===== src/hdl/srtq_pkg.sv =====
`default_nettype none
// ----------------------------------------------------------------------------
// srtq_pkg
// Types and constants of the sorted repeating timer queue.
// ----------------------------------------------------------------------------
package srtq_pkg;

  localparam int Capacity   = 16;
  localparam int MaxFires   = 16;
  localparam int TimeBits   = 48;
  localparam int HandleBits = 4;
  localparam int FireBits   = $clog2(MaxFires + 1);

  typedef enum logic [1:0] {
    CMD_ADD    = 2'd0,
    CMD_REMOVE = 2'd1,
    CMD_TICK   = 2'd2
  } cmd_e;

  typedef enum logic [1:0] {
    STATUS_OK      = 2'd0,
    STATUS_FULL    = 2'd1,
    STATUS_UNKNOWN = 2'd2
  } status_e;

  typedef enum logic {
    KIND_ACK  = 1'b0,
    KIND_FIRE = 1'b1
  } kind_e;

  typedef enum logic [1:0] {
    OP_HOLD   = 2'd0,
    OP_INSERT = 2'd1,
    OP_REMOVE = 2'd2
  } chain_op_e;

  typedef enum logic [2:0] {
    ST_IDLE,
    ST_ADD,
    ST_REM,
    ST_TCHK,
    ST_TINS
  } state_e;

  typedef struct packed {
    logic [1:0]            command;
    logic [HandleBits-1:0] handle;
    logic [TimeBits-1:0]   now_time;
    logic [31:0]           period;
    logic signed [15:0]    repeat_count;
  } req_t;

  typedef struct packed {
    logic                  result_kind;
    logic [1:0]            status;
    logic [HandleBits-1:0] out_handle;
    logic                  last;
  } res_t;

  typedef struct packed {
    logic                  valid;
    logic [HandleBits-1:0] handle;
    logic [TimeBits-1:0]   expiry;
    logic [31:0]           interval;
    logic signed [15:0]    repeats;
  } entry_t;

  typedef struct packed {
    chain_op_e             op;
    entry_t                ent;
    logic [HandleBits-1:0] rm_handle;
  } chain_ctrl_t;

  function automatic logic [TimeBits-1:0] sat_add(input logic [TimeBits-1:0] t,
                                                  input logic [31:0] p);
    logic [TimeBits:0] s;
    s = {1'b0, t} + {{(TimeBits + 1 - 32){1'b0}}, p};
    if (s[TimeBits]) begin
      return {TimeBits{1'b1}};
    end
    return s[TimeBits-1:0];
  endfunction

endpackage
`default_nettype wire


===== src/hdl/srtq_cell.sv =====
`default_nettype none
// ----------------------------------------------------------------------------
// srtq_cell
// One slot of the sorted list; shifts right on insert, left on remove.
// ----------------------------------------------------------------------------
module srtq_cell import srtq_pkg::*; (
  input  wire logic        clk_i,
  input  wire logic        rst_ni,
  input  wire chain_ctrl_t ctrl_i,
  input  wire entry_t      left_i,
  input  wire entry_t      right_i,
  input  wire logic        before_i,
  input  wire logic        rm_i,
  output entry_t           ent_o,
  output logic             before_o,
  output logic             rm_o
);

  entry_t ent_q, ent_d;

  // The new entry goes ahead of an equal expiry, so the test is less-or-equal.
  assign before_o = !ent_q.valid || (ctrl_i.ent.expiry <= ent_q.expiry);
  assign rm_o     = rm_i || (ent_q.valid && ent_q.handle == ctrl_i.rm_handle);
  assign ent_o    = ent_q;

  always_comb begin
    ent_d = ent_q;
    case (ctrl_i.op)
      OP_INSERT: begin
        if (before_i) begin
          ent_d = left_i;
        end else if (before_o) begin
          ent_d = ctrl_i.ent;
        end
      end
      OP_REMOVE: begin
        if (rm_o) begin
          ent_d = right_i;
        end
      end
      default: ent_d = ent_q;
    endcase
  end

  always_ff @(posedge clk_i or negedge rst_ni) begin
    if (!rst_ni) begin
      ent_q <= '0;
    end else begin
      ent_q <= ent_d;
    end
  end

endmodule
`default_nettype wire


===== config.mk =====
export PLATFORM = sky130hd
export DESIGN_NAME = srtq_cell
export DESIGN_NICKNAME = d
export VERILOG_FILES = /design/src/hdl/srtq_pkg.sv /design/src/hdl/srtq_cell.sv
export SDC_FILE = /design/constraint.sdc
export NUM_CORES = 1
export LEC_CHECK = 0
export BUFFER_PORTS_ARGS = -buffer_cell sky130_fd_sc_hd__buf_2
export CAP_MARGIN = 40
export CELL_PAD_IN_SITES_DETAIL_PLACEMENT = 1
export CELL_PAD_IN_SITES_GLOBAL_PLACEMENT = 2
export CORE_MARGIN = 1.5
export CORE_UTILIZATION = 28
export CTS_BUF_LIST = sky130_fd_sc_hd__clkbuf_8
export DETAILED_ROUTE_END_ITERATION = 10
export PLACE_DENSITY_LB_ADDON = 0.05
export REMOVE_ABC_BUFFERS = 1
export SLEW_MARGIN = 15
export SYNTH_ARGS = -nofsm -noshare
export SYNTH_HDL_FRONTEND = slang
export SYNTH_SLANG_ARGS = --single-unit
export TNS_END_PERCENT = 100

===== constraint.sdc =====
create_clock -name clk_i -period 4.1 [get_ports clk_i]
set_input_delay 0 -clock clk_i [delete_from_list [all_inputs] [get_ports clk_i]]
set_output_delay 0 -clock clk_i [all_outputs]
set_load 0.02 [all_outputs]

# Word-level counts from Yosys, hierarchy flattened
# Index checks and enable logic that the tools add are counted.
# totals
reg_bits,101
# op_classes
n_reduce_logical,6
eq_ne,5
n_mux,4
order_cmp,1
# op_table
op,n
$mux W101,3
$pmux W101 S2,1
$le A48 B48 Y1,1
$eq A4 B4 Y1,1
$ne A3 B3 Y1 const B,1
$reduce_and A3 Y1,1
$eq A2 B1 Y1 const B,1
$eq A2 B2 Y1 const B,1
$logic_or A1 B1 Y1,2
$ne A2 B2 Y1 const B,1
$reduce_bool A2 Y1,1
$logic_and A1 B1 Y1,1
$logic_not A1 Y1,1

# Logic depth before layout (Yosys ltp)
# depth
word_depth,5
mapped_depth,11
depth_no_buf,9

# Least setup slack after synthesis
# OpenSTA, ideal clock, no wires.
# synth_path
path_kind,register to register
from,"reg ent_q, in the netlist ent_o[87]"
to,"reg ent_q, in the netlist ent_o[0]"
synth_period_minus_slack_ns,2.647
path_slack_ns,1.453
path_stages_with_launch,12
t_required_ns,3.974
setup_time_ns,0.126
arrival_time_ns,2.521
path_cell_list,dfrtp_1 inv_1 ha_1 nand4_1 or4_1 nor2_1 o2bb2ai_1 or3_1 nand3_1 buf_4 buf_6 a221o_1
# synth_between
elab_chain_len,4
# synth_lines
element,line_no,source
from (decl),srtq_cell.sv:19,"entry_t ent_q, ent_d;"
from (signal assigned),srtq_cell.sv:49,ent_q <= ent_d;
$le A48 B48 Y1,srtq_cell.sv:22,assign before_o = !ent_q.valid || (ctrl_i.ent.expiry <= ent_q.expiry);
$logic_or A1 B1 Y1,srtq_cell.sv:22,
$ne A3 B3 Y1 (no source line),-,
$reduce_and A3 Y1 (no source line),-,
# No other way between the ends.
# A chain may end at the register's enable or synchronous reset.

# Worst setup path after layout
# layout_path
from,"reg ent_q, in the netlist ent_o[74]"
to,"reg ent_q, in the netlist ent_o[67]"
# Same word-level chain as after synthesis.

==> flow_metrics.env <==
export IMPL_final_cells=1766
export IMPL_wirelength_mm=36.4
export IMPL_cts_buffers=9
export IMPL_grt_max_degree=106
export IMPL_worst_slack_ps=167
export IMPL_synth_top_family_by_area="compound AO/OA/AOI/OAI gates"
export IMPL_drt_iter0_drc=437
export IMPL_final_util=0.486
export IMPL_synth_area_sq_um=7640
export IMPL_grt_first_pass_wirelength_mm=55.2
export IMPL_max_cap_violations=0
export IMPL_cp_start_kind="flop"
export IMPL_finalNetCount=1774
export IMPL_placed_area_sq_um=9980
export IMPL_arrival_ps=4210
export IMPL_syn2layout_area_growth_pct=71.0
export IMPL_synth_cell_types=37
export IMPL_power_density_nw_per_um2=360
export IMPL_clkSinkCount=101
export IMPL_wl_met2_mm=18.5
export IMPL_crit_required_ps=4380
export IMPL_yosys_warnings=0
export IMPL_tightest_slew_ps=776
export IMPL_synth_compound_area_frac=0.297
export IMPL_clock_root_buffer="clkbuf_8"
export IMPL_fin_tns_setup_ps=0
export IMPL_syn_area_per_cell_sq_um=9.92
export IMPL_fin_area_sq_um=13100
export IMPL_status="finished clean"
export IMPL_clk_latency_ps=390
export IMPL_place_ws_ps=796
export IMPL_peakVddDrop_uv=190
export IMPL_p_total_mw=4.71
export IMPL_htree_num_levels=3
export IMPL_fin_crit_ps=3930
export IMPL_cts_tree="built"
export IMPL_io_pins=416
export IMPL_cp_max_fo=49
export IMPL_holdWs_ps=11.6
export IMPL_synth_mux_area_frac=0.132
export IMPL_synth_cells=770
export IMPL_fp_row_count=60
export IMPL_routed_top_layer="met5"
export IMPL_relSlewSlack=0.482
export IMPL_final_period_utilization=0.959
export IMPL_routedWlPerCell_microns=20.6
export IMPL_die_h_microns=168
export IMPL_grt_antenna_before_repair=10
export IMPL_gp_congestion=0.775
export IMPL_dieWidth_microns=168
export IMPL_yosys_area_share_adder=0.0786
export IMPL_dr_wl_met3_mm=2.10
export IMPL_drive_above_1_share=0.317
export IMPL_initial_core_util=0.284
export IMPL_viasPerCell=5.28
export IMPL_firstDrtPassIters=4
export IMPL_clock_skew_ps=12.7
export IMPL_die_area_sq_um=28300
export IMPL_core_region_area_sq_um=26900
export IMPL_placedCellCount=1461
export IMPL_yosysSeqAreaShare=0.331
export IMPL_grt_overflow=0
export IMPL_hold_viol_final=0
export IMPL_first_global_vias=10100
export IMPL_setup_viol=0
export IMPL_vias=9320
export IMPL_wl_met1_mm=14.9
export IMPL_grt_use_total=0.251
export IMPL_final_max_slew_viol_count=0
export IMPL_end_kind="flop"
export IMPL_critPathKind="flop to flop"
export IMPL_hp_class="input port to flop"
export IMPL_clk_pin_slew_worst_paths_ps=110
export IMPL_synth_simple_area_share=0.0840
export IMPL_port_buffers=415
export IMPL_cts_buffer_depth=2
export IMPL_dp_hpwl_mm=24.1
export IMPL_postRouteAntennaNets=0
export IMPL_largest_reg_flops=101
export IMPL_fmax_mhz=254
export IMPL_synthXorXnorAreaFrac=0.00459
export IMPL_ys_seq_elements=101
export IMPL_drc=0
export IMPL_power_leakage_nw=6.57
export IMPL_rsz0062_at_grt="false"
[critical path, stage by stage, from the launching register on]
cell and delay [ps]:
dfrtp_1 390, inv_1 50, ha_1 300, and4_1 230, nor3b_1 500, a221oi_1 210
o2bb2ai_1 210, or3_1 170, nand3_4 410, buf_12 390, a221o_1 350, dlygate4sd3_1 570
[cell families (layout without fill, tap and decap cells)]
group / after synthesis / count (layout)
compound gates: 241 / 241
xor+xnor: 4 / 4
fa+ha+maj: 48 / 48
buf+inv: 127 / 775
flops: 101 / 101
mux: 101 / 101
other cells: 0 / 7
simple gates: 148 / 148
[area by class of cell]
type                    instances  area (sq um)
diodes                          7          17.5
clock buffers                   9           124
clock inverters                 7          98.8
fillers                      3205         13800
inverters                      49           184
multi-input cells             542          4590
flip-flops and latches        101          2530
well taps                     341           427
repair buffers                710          5090
[path summary, 6_finish.rpt]
check | from | end | slack [ps] | cells past startpoint
setup / recovery | ent_o[74] | ent_o[67] | 170 | 11
hold / removal | ctrl_i[23] | ent_o[19] | 10 | 4
setup reg to reg | ent_o[74] | ent_o[67] | 170 | 11
hold reg to reg | ent_o[25] | ent_o[25] | 530 | 1
max in group asynchronous | rst_ni | ent_o[74] | 3060 | 3
min in group asynchronous | rst_ni | ent_o[87] | 120 | 2
[Yosys cell counts]
| master | number | area, sq um |
|---|---|---|
| and4_1 | 2 | 17.5 |
| buf_2 | 13 | 65.1 |
| nor3b_1 | 1 | 7.51 |
| or3_1 | 2 | 12.5 |
| a21o_1 | 3 | 22.5 |
| nor3_1 | 2 | 10.0 |
| o2bb2ai_1 | 1 | 8.76 |
| o21ai_0 | 3 | 15.0 |
| a221oi_1 | 2 | 17.5 |
| nor2b_1 | 3 | 18.8 |
| inv_1 | 49 | 184 |
| a221o_1 | 103 | 1030 |
| nand3_1 | 6 | 30.0 |
| nand4_1 | 11 | 68.8 |
| xor2_1 | 3 | 26.3 |
| xnor2_1 | 1 | 8.76 |
| nor4_1 | 2 | 12.5 |
| nand2b_1 | 1 | 6.26 |
| a32o_1 | 101 | 1010 |
| buf_6 | 8 | 90.1 |
| and3_1 | 2 | 12.5 |
| a22o_1 | 1 | 8.76 |
| a21oi_1 | 19 | 95.1 |
| a31o_2 | 1 | 8.76 |
| nor2_1 | 103 | 387 |
| o21ai_1 | 3 | 15.0 |
| nor4bb_1 | 1 | 10.0 |
| mux2i_1 | 101 | 1010 |
| dfrtp_1 | 101 | 2530 |
| o211ai_1 | 3 | 22.5 |
| ha_1 | 48 | 601 |
| buf_4 | 1 | 7.51 |
| or4_1 | 1 | 7.51 |
| clkbuf_1 | 54 | 203 |
| buf_1 | 2 | 7.51 |
| nand2_1 | 11 | 41.3 |
| o31a_1 | 1 | 8.76 |
[cell usage in the layout (no fill, tap or decap), types with 2 or more instances in the layout]
cell type / n
nor2_1: 103
and3_1: 2
buf_2: 413
inv_1: 50
diode_2: 7
dfrtp_1: 101
xor2_1: 3
nand2_1: 11
mux2i_1: 101
o21ai_0: 3
nand4_1: 11
a221o_1: 103
a21oi_1: 19
a32o_1: 101
a221oi_1: 2
and4_1: 2
or3_1: 2
ha_1: 48
o21ai_1: 3
nor4_1: 2
clkinvlp_4: 2
a21o_1: 3
nor2b_1: 2
buf_12: 5
dlygate4sd3_1: 281
buf_4: 9
o211ai_1: 3
clkbuf_8: 10
nand3_1: 5
bufinv_16: 2
[repair_timing]
action | 4_1_cts | 5_1_grt
endpoints found under the setup margin | 0 | 37
setup buffers | 0 | 0
resized for setup | 0 | 1
endpoints found under the hold margin | 162 | 0
hold buffers | 281 | 0
[where the power goes]
part           switching [mW]  internal [mW]
Sequential              0.204           1.26
Combinational            1.29           1.19
Clock                   0.417          0.349
Total                    1.91           2.80
[layer usage]
layer,track usage,vias up
met3,0.0538,48
met2,0.462,283
met5,0,-
li1,-,4356
met1,0.288,4627
met4,0.0823,6
(Power assumes the default switching activity.)
